### config.mk
export PLATFORM = sky130hd
export DESIGN_NAME = rpsd_ctrl
export DESIGN_NICKNAME = d
export VERILOG_FILES = /design/src/hdl/rpsd_pkg.sv /design/src/hdl/rpsd_ctrl.sv
export SDC_FILE = /design/constraint.sdc
export NUM_CORES = 1
export LEC_CHECK = 0
export BUFFER_PORTS_ARGS = -buffer_cell sky130_fd_sc_hd__clkbuf_2
export CAP_MARGIN = 10
export CORE_MARGIN = 3
export CORE_UTILIZATION = 37
export DETAILED_ROUTE_END_ITERATION = 12
export PLACE_DENSITY = 0.65
export RECOVER_POWER = 25
export SLEW_MARGIN = 20
export SYNTH_ARGS = -nofsm -noshare
export SYNTH_HDL_FRONTEND = slang
export SYNTH_SLANG_ARGS = --single-unit
### constraint.sdc
create_clock -name clk -period 6.5 [get_ports clk]
set_input_delay 0.975 -clock clk [delete_from_list [all_inputs] [get_ports clk]]
set_output_delay 0.975 -clock clk [all_outputs]
set_load 0.05 [all_outputs]
### src/hdl/rpsd_pkg.sv
// Shared constants, types and command-decode functions of the RefPack decompressor.
package rpsd_pkg;

    localparam int HIST_AW    = 17;
    localparam int HIST_DEPTH = 1 << HIST_AW;
    localparam int DEC_W      = HIST_AW + 1;
    localparam int LANES      = 32;
    localparam int CNT_W      = 6;
    localparam int FILL_AW    = 5;
    localparam int DIST_W     = 18;
    localparam int LEN_W      = 11;
    localparam int LIT_W      = 7;

    localparam logic [7:0] CODE_MEDIUM = 8'h80;
    localparam logic [7:0] CODE_LONG   = 8'hC0;
    localparam logic [7:0] CODE_RUN    = 8'hE0;
    localparam logic [7:0] CODE_END    = 8'hFC;

    typedef struct packed {
        logic              lit_latch;
        logic              lit_emit;
        logic              match_start;
        logic [DIST_W-1:0] back_dist;
        logic [LEN_W-1:0]  len;
        logic              match_step;
        logic              match_emit;
        logic              end_emit;
        logic              run_last;
        logic              stream_end;
        logic              clr_decoded;
    } rpsd_cmd_t;

    typedef struct packed {
        logic out_free;
        logic chunk_ready;
        logic match_done;
    } rpsd_sts_t;

    function automatic logic [1:0] extras_needed(input logic [7:0] code);
        logic [1:0] n;
        if (code < CODE_MEDIUM)
            n = 2'd1;
        else if (code < CODE_LONG)
            n = 2'd2;
        else if (code < CODE_RUN)
            n = 2'd3;
        else
            n = 2'd0;
        return n;
    endfunction

    function automatic logic [LIT_W-1:0] literal_count(input logic [7:0] code,
                                                       input logic [7:0] c2);
        logic [LIT_W-1:0] n;
        if (code < CODE_MEDIUM)
            n = {5'd0, code[1:0]};
        else if (code < CODE_LONG)
            n = {5'd0, c2[7:6]};
        else if (code < CODE_RUN)
            n = {5'd0, code[1:0]};
        else if (code < CODE_END)
            n = {code[4:0] + 5'd1, 2'b00};
        else
            n = {5'd0, code[1:0]};
        return n;
    endfunction

    function automatic logic [DIST_W-1:0] match_dist(input logic [7:0] code,
                                                     input logic [7:0] c2,
                                                     input logic [7:0] c3);
        logic [DIST_W-1:0] d;
        if (code < CODE_MEDIUM)
            d = {8'd0, code[6:5], c2} + DIST_W'(1);
        else if (code < CODE_LONG)
            d = {4'd0, c2[5:0], c3} + DIST_W'(1);
        else
            d = {1'b0, code[4], c2, c3} + DIST_W'(1);
        return d;
    endfunction

    function automatic logic [LEN_W-1:0] match_len(input logic [7:0] code,
                                                   input logic [7:0] c4);
        logic [LEN_W-1:0] l;
        if (code < CODE_MEDIUM)
            l = {8'd0, code[4:2]} + LEN_W'(3);
        else if (code < CODE_LONG)
            l = {5'd0, code[5:0]} + LEN_W'(4);
        else
            l = {1'b0, code[3:2], c4} + LEN_W'(5);
        return l;
    endfunction

endpackage

### src/hdl/rpsd_ctrl.sv
// Controller: header/command parsing and sequencing of literal, match and end transactions.
module rpsd_ctrl (
    input  logic               clk,
    input  logic               rst_n,
    input  logic               in_valid,
    input  logic [7:0]         in_byte,
    output logic               in_stall,
    input  rpsd_pkg::rpsd_sts_t sts,
    output rpsd_pkg::rpsd_cmd_t cmd
);

    localparam logic [2:0] ST_IDLE  = 3'd0;
    localparam logic [2:0] ST_DISP  = 3'd1;
    localparam logic [2:0] ST_LIT   = 3'd2;
    localparam logic [2:0] ST_MRD   = 3'd3;
    localparam logic [2:0] ST_MWR   = 3'd4;
    localparam logic [2:0] ST_MEMIT = 3'd5;
    localparam logic [2:0] ST_END   = 3'd6;

    localparam logic [2:0] PH_HDR0  = 3'd0;
    localparam logic [2:0] PH_HDR1  = 3'd1;
    localparam logic [2:0] PH_SKIP  = 3'd2;
    localparam logic [2:0] PH_CMD   = 3'd3;
    localparam logic [2:0] PH_EXTRA = 3'd4;
    localparam logic [2:0] PH_LIT   = 3'd5;

    logic [2:0] state_reg, state_next;
    logic [2:0] phase_reg, phase_next;
    logic [3:0] skip_reg, skip_next;
    logic [7:0] flag_hi_reg, flag_hi_next;
    logic [7:0] code_reg, code_next;
    logic [7:0] c2_reg, c2_next;
    logic [7:0] c3_reg, c3_next;
    logic [7:0] c4_reg, c4_next;
    logic [1:0] xcnt_reg, xcnt_next;
    logic [rpsd_pkg::LIT_W-1:0] lits_reg, lits_next;
    logic       accept;
    logic [3:0] skip_dec;
    logic [2:0] base_skip;
    logic [rpsd_pkg::LIT_W-1:0] lit_cnt;

    assign in_stall = (state_reg != ST_IDLE);
    assign accept   = in_valid && !in_stall;
    assign skip_dec = skip_reg - ((skip_reg != 4'd0) ? 4'd1 : 4'd0);
    assign base_skip = flag_hi_reg[7] ? 3'd4 : 3'd3;
    assign lit_cnt  = rpsd_pkg::literal_count(code_reg, c2_reg);

    always_comb
    begin
        state_next   = state_reg;
        phase_next   = phase_reg;
        skip_next    = skip_reg;
        flag_hi_next = flag_hi_reg;
        code_next    = code_reg;
        c2_next      = c2_reg;
        c3_next      = c3_reg;
        c4_next      = c4_reg;
        xcnt_next    = xcnt_reg;
        lits_next    = lits_reg;
        cmd             = '0;
        cmd.back_dist   = rpsd_pkg::match_dist(code_reg, c2_reg, c3_reg);
        cmd.len         = rpsd_pkg::match_len(code_reg, c4_reg);

        unique case (state_reg)
            ST_IDLE:
            begin
                if (accept)
                begin
                    unique case (phase_reg)
                        PH_HDR0:
                        begin
                            flag_hi_next = in_byte;
                            phase_next   = PH_HDR1;
                        end
                        PH_HDR1:
                        begin
                            skip_next  = flag_hi_reg[0] ? {base_skip, 1'b0}
                                                        : {1'b0, base_skip};
                            phase_next = PH_SKIP;
                        end
                        PH_SKIP:
                        begin
                            skip_next = skip_dec;
                            if (skip_dec == 4'd0)
                                phase_next = PH_CMD;
                        end
                        PH_CMD:
                        begin
                            code_next = in_byte;
                            xcnt_next = 2'd0;
                            if (rpsd_pkg::extras_needed(in_byte) != 2'd0)
                                phase_next = PH_EXTRA;
                            else
                                state_next = ST_DISP;
                        end
                        PH_EXTRA:
                        begin
                            case (xcnt_reg)
                                2'd0:    c2_next = in_byte;
                                2'd1:    c3_next = in_byte;
                                default: c4_next = in_byte;
                            endcase
                            if ((xcnt_reg + 2'd1) >= rpsd_pkg::extras_needed(code_reg))
                            begin
                                xcnt_next  = 2'd0;
                                state_next = ST_DISP;
                            end
                            else
                                xcnt_next = xcnt_reg + 2'd1;
                        end
                        PH_LIT:
                        begin
                            cmd.lit_latch = 1'b1;
                            state_next    = ST_LIT;
                        end
                        default:
                            phase_next = PH_HDR0;
                    endcase
                end
            end
            ST_DISP:
            begin
                if (lit_cnt != '0)
                begin
                    lits_next  = lit_cnt;
                    phase_next = PH_LIT;
                    state_next = ST_IDLE;
                end
                else
                begin
                    phase_next = PH_CMD;
                    if (code_reg < rpsd_pkg::CODE_RUN)
                    begin
                        cmd.match_start = 1'b1;
                        state_next      = ST_MRD;
                    end
                    else
                        state_next = ST_END;
                end
            end
            ST_LIT:
            begin
                if (sts.out_free)
                begin
                    cmd.lit_emit = 1'b1;
                    lits_next    = lits_reg - rpsd_pkg::LIT_W'(1);
                    state_next   = ST_IDLE;
                    cmd.run_last = 1'b1;
                    if (lits_reg == rpsd_pkg::LIT_W'(1))
                    begin
                        phase_next = PH_CMD;
                        if (code_reg < rpsd_pkg::CODE_RUN)
                        begin
                            cmd.run_last    = 1'b0;
                            cmd.match_start = 1'b1;
                            state_next      = ST_MRD;
                        end
                        else if (code_reg >= rpsd_pkg::CODE_END)
                        begin
                            cmd.stream_end  = 1'b1;
                            cmd.clr_decoded = 1'b1;
                            phase_next      = PH_HDR0;
                        end
                    end
                end
            end
            ST_MRD:
                state_next = ST_MWR;
            ST_MWR:
            begin
                cmd.match_step = 1'b1;
                state_next     = sts.chunk_ready ? ST_MEMIT : ST_MRD;
            end
            ST_MEMIT:
            begin
                if (sts.out_free)
                begin
                    cmd.match_emit = 1'b1;
                    cmd.run_last   = sts.match_done;
                    state_next     = sts.match_done ? ST_IDLE : ST_MRD;
                end
            end
            ST_END:
            begin
                if (sts.out_free)
                begin
                    cmd.end_emit    = 1'b1;
                    cmd.stream_end  = 1'b1;
                    cmd.run_last    = 1'b1;
                    cmd.clr_decoded = 1'b1;
                    phase_next      = PH_HDR0;
                    state_next      = ST_IDLE;
                end
            end
            default:
                state_next = ST_IDLE;
        endcase
    end

    always_ff @(posedge clk or negedge rst_n)
    begin
        if (!rst_n)
        begin
            state_reg   <= ST_IDLE;
            phase_reg   <= PH_HDR0;
            skip_reg    <= '0;
            flag_hi_reg <= '0;
            code_reg    <= '0;
            c2_reg      <= '0;
            c3_reg      <= '0;
            c4_reg      <= '0;
            xcnt_reg    <= '0;
            lits_reg    <= '0;
        end
        else
        begin
            state_reg   <= state_next;
            phase_reg   <= phase_next;
            skip_reg    <= skip_next;
            flag_hi_reg <= flag_hi_next;
            code_reg    <= code_next;
            c2_reg      <= c2_next;
            c3_reg      <= c3_next;
            c4_reg      <= c4_next;
            xcnt_reg    <= xcnt_next;
            lits_reg    <= lits_next;
        end
    end

endmodule

# Word-level counts from Yosys, hierarchy flattened
# Index checks and enable logic that the tools add are counted.
[totals]
reg_bits = 59
out_inout_bits = 39
elab_cells = 156
[op_classes]
add_sub_neg = 10
order_cmp = 9
n_eq_ne = 25
mux = 75
n_bitwise = 1
reduce_logical = 26
[ops]
columns = ["cell", "n"]
rows = [
  ["$mux 3", 19],
  ["$lt 8x8->1 const B", 7],
  ["$mux 7", 6],
  ["$mux 2", 20],
  ["$mux 18", 2],
  ["$mux 11", 2],
  ["$pmux 3 s7", 1],
  ["$add 17x1->18 const B", 1],
  ["$add 14x1->15 const B", 1],
  ["$eq 3x3->1 const B", 5],
  ["$pmux 3 s5", 1],
  ["$reduce_and 3->1", 5],
  ["$mux 1", 14],
  ["$ne 2x2->1 const B", 7],
  ["$pmux 7 s2", 1],
  ["$eq 3x2->1 const B", 4],
  ["$ne 3x3->1 const B", 4],
  ["$pmux 3 s4", 1],
  ["$reduce_and 4->1", 3],
  ["$add 10x1->11 const B", 1],
  ["$add 10x3->11 const B", 1],
  ["$pmux 3 s3", 1],
  ["$ge 8x8->1 const B", 1],
  ["$mux 4", 2],
  ["28 further kinds", 36],
]

# Logic depth before layout (Yosys ltp)
[depth]
ltp_word = 12
depth_mapped = 9

# Worst setup path after synthesis
# Ideal clock, no wire load.
[synth_timing]
kind = "input to output"
startpoint = "in sts[2] in the netlist's numbering"
endpoint = "out cmd[1] in the netlist's numbering"
arrival_ns = 2.768
required_time_ns = 5.525
slack_ns = 2.757
stages = 5
n_path_buf = 1
cell_sequence = "inv_1 nor2_4 nand3_1 o22ai_1 buf_4"
[synth_lines]
columns = ["element", "line", "text"]
rows = [
  ["start, declared", "rpsd_ctrl.sv:8", "input rpsd_pkg::rpsd_sts_t sts,"],
  ["end, declared", "rpsd_ctrl.sv:9", "output rpsd_pkg::rpsd_cmd_t cmd"],
]

==> impl_metrics.py <==
metrics = {
    "clock_tree": {
        "post_cts_buffers": 0,
        "cts-resized-gates": 0,
        "clock_latency_ns": 0.29,
        "clk_pin_slew_ns": 0.07,
        "clk_path_buf_depth": 2,
        "cts_tree": "done",
        "cts-root-buf": "clkbuf_16",
        "cts-hold-fix-buffers": 0,
        "clock_sinks": 53,
        "numCtsBuffers": 5,
        "h-tree-depth": 2,
    },
    "pwr": {
        "sw_frac_of_total": 0.532,
        "power_frac_clock": 0.118,
        "internal-power_mw": 1.26,
        "seqPwrFrac": 0.277,
        "switchingPower_mw": 1.43,
        "ir_worst_vdd_uv": 386,
        "power_density_nw_per_um2": 570,
        "power.leakage_nw": 2.09,
        "p_comb_frac": 0.605,
    },
    "floorplanning": {
        "floorplan.initialDensity": 0.385,
        "core-area_sq_um": 11000,
        "die_h_um": 113,
        "num_rows": 38,
        "io_pins": 53,
        "die_w_um": 113,
        "dieArea_sq_um": 12700,
    },
    "sta": {
        "setup_tns_ns": 0,
        "maxSlewHeadroom": -1.03,
        "min_period_ns": 3.75,
        "hold_slack_ns": 0.509,
        "setup_violations": 0,
        "post-route-period-util": 0.578,
        "rsz0062_at_grt": "false",
        "worst_clock_skew_ns": 0.00440,
        "max_clock_freq_mhz": 266,
        "worst_pin_slew_ns": 3.04,
        "hold_viol_final": 0,
        "slew_violations": 54,
    },
    "min_path": {
        "hold_depth": 1,
        "holdCritStartpoint": "xcnt_reg[1]$_DFFE_PN0P_",
        "hold_class": "reg -> reg",
        "min_to": "xcnt_reg[1]$_DFFE_PN0P_",
    },
    "synthesis": {
        "syn_nets": 507,
        "synth_top_area_cell": "dfrtp_1",
        "yosysUniqueCellTypes": 75,
        "yosys-top-cells-area": "dfrtp_1, mux2_2, ha_1",
        "yosysTopAreaCellShare": 0.314,
        "synth_edf_count": 0,
        "yosys_warnings": 0,
        "syn_avg_cell_area_sq_um": 8.89,
        "netlist_area_sq_um": 4220,
        "syn_inst": 475,
        "synth_flop_cell": "dfrtp_1",
        "synth-seq-cells": 53,
        "async_flop_share": 1.00,
        "yosysSeqAreaShare": 0.314,
    },
    "route": {
        "ant_nets": 0,
        "via_per_inst": 5.56,
        "wl_per_cell_um": 16.3,
        "routed_wl_mm": 10.7,
        "vias": 3644,
        "first_pass_iters": 6,
        "drc": 0,
        "drt_iter0_markers": 190,
    },
    "global_routing": {
        "track_usage": 0.170,
        "grt_max_degree": 54,
        "grt_overflow": 0,
        "antenna_found_initial": 0,
        "first_global_vias": 3561,
        "grt_pass1_wl_mm": 17.9,
    },
    "critical_path": {
        "r2r.worst_path.cells": 6,
        "r2r_slack_ns": 4.02,
        "startpoint_type": "register",
        "reg2reg_from": "code_reg[2]$_DFFE_PN0P_",
        "crit_fanout": 15,
        "end_kind": "primary output",
        "crit_type": "reg -> out",
        "reg2reg_to": "lits_reg[1]$_DFFE_PN0P_",
        "worstPathRequired_ns": 5.52,
        "cp.arrival_ns": 2.78,
    },
    "layout": {
        "area_growth_pct": 11.9,
        "layout.nets": 546,
        "drive_above_1_share": 0.221,
        "fill_cells": 1082,
        "fin_util": 0.430,
        "diodes": 0,
    },
    "place": {
        "dp_hpwl_mm": 7.90,
        "io_buffers": 52,
        "routabilityCongestion": 0.885,
    },
    "run_status": {
        "status": "complete, but fails checks",
        "violations": "max-capacitance violations, max-slew violations",
    },
    "flow_run": {
        "cap_viol_max_count": 1,
    },
}
[cell type report]
type | instances | area [sq um] | area share
inverter | 29 | 109 | 0.0230
clock buffer | 7 | 143 | 0.0302
tap | 140 | 175 | 0.0371
multi-input combinational | 371 | 2670 | 0.565
clock inverter | 1 | 30.0 | 0.00635
sequential | 53 | 1330 | 0.281
timing repair buffer | 54 | 272 | 0.0574
[Yosys cell counts (all sizes together), types with 7 or more instances]
cell type,instances
nor2,30
nor3,16
clkbuf,8
xor2,16
nand3,19
o2bb2ai,7
ha,18
and3,8
dfrtp,53
a21oi,28
inv,29
mux2,38
nand2,46
o21ai,29
buf,14
xnor2,23
nand2b,8
[power groups by stage]
stage / Combinational, mW / Clock [mW] / Sequential (mW)
2_1_floorplan: 1.42 / 0 / 0.603
3_3_place_gp: 1.61 / 0 / 0.729
3_5_place_dp: 1.63 / 0 / 0.747
4_1_cts: 1.64 / 0.323 / 0.741
5_1_grt: 1.79 / 0.335 / 0.779
6_report: 1.63 / 0.318 / 0.746
[worst max-delay path, stage by stage, from the launching register on]
cell      delay [ns]
dfrtp_1         0.64
ha_1            0.35
xor2_1          0.12
o21ai_0         0.20
a41o_1          0.49
nand2_1         0.11
a21boi_0        0.25
clkbuf_2        0.33
[kinds of logic (layout without fill, tap and decap cells)]
family                     after synthesis  after routing  synth area share
buffers and inverters                   51             91            0.0533
and+or+nand+nor                        168            168             0.219
AOI/OAI and AO/OA                      102            102             0.163
muxes                                   44             44             0.116
adders and majority gates               18             18            0.0533
DFF                                     53             53             0.314
xor gates and xnor gates                39             39            0.0809
[layout by cell type, fill, tap and decap left out, types with 18 or more instances in the layout]
master	instances
nor2_1	28
nand2_1	43
a21oi_1	27
mux2_2	32
nand3_1	18
dfrtp_1	53
xnor2_1	23
ha_1	18
inv_1	28
o21ai_0	28
clkbuf_2	52
[worst max path at each step]
stage	start	to	slack, ns
after floorplan	sts[2]	cmd[1]	2.76
after global placement	code_reg[2]$_DFFE_PN0P_	cmd[35]	3.23
after detailed placement	code_reg[2]$_DFFE_PN0P_	cmd[35]	3.16
after CTS	code_reg[2]$_DFFE_PN0P_	cmd[35]	2.83
after global routing	rst_n	xcnt_reg[0]$_DFFE_PN0P_	2.42
final	code_reg[2]$_DFFE_PN0P_	cmd[35]	2.75
[layer usage]
metal,global-route usage,up-vias,part of all wire,wire length (um)
li1,-,1779,-,-
met1,0.249,1767,0.50,5350
met2,0.269,90,0.45,4850
met3,0.0262,8,0.040,430
met4,0.0288,0,0.0069,74
met5,0,-,0,0
[per-stage QoR]
step	std cells	instance area, sq um	power [mW]	worst slack [ns]
detailed placement	647	4560	2.37	3.16
finish	655	4730	2.69	2.75
CTS	655	4730	2.70	2.83
global placement	647	4560	2.34	3.23
floorplan	475	4220	2.02	2.76
global route	655	4730	2.90	2.42
Note: power is estimated with default switching activity, not from simulation.
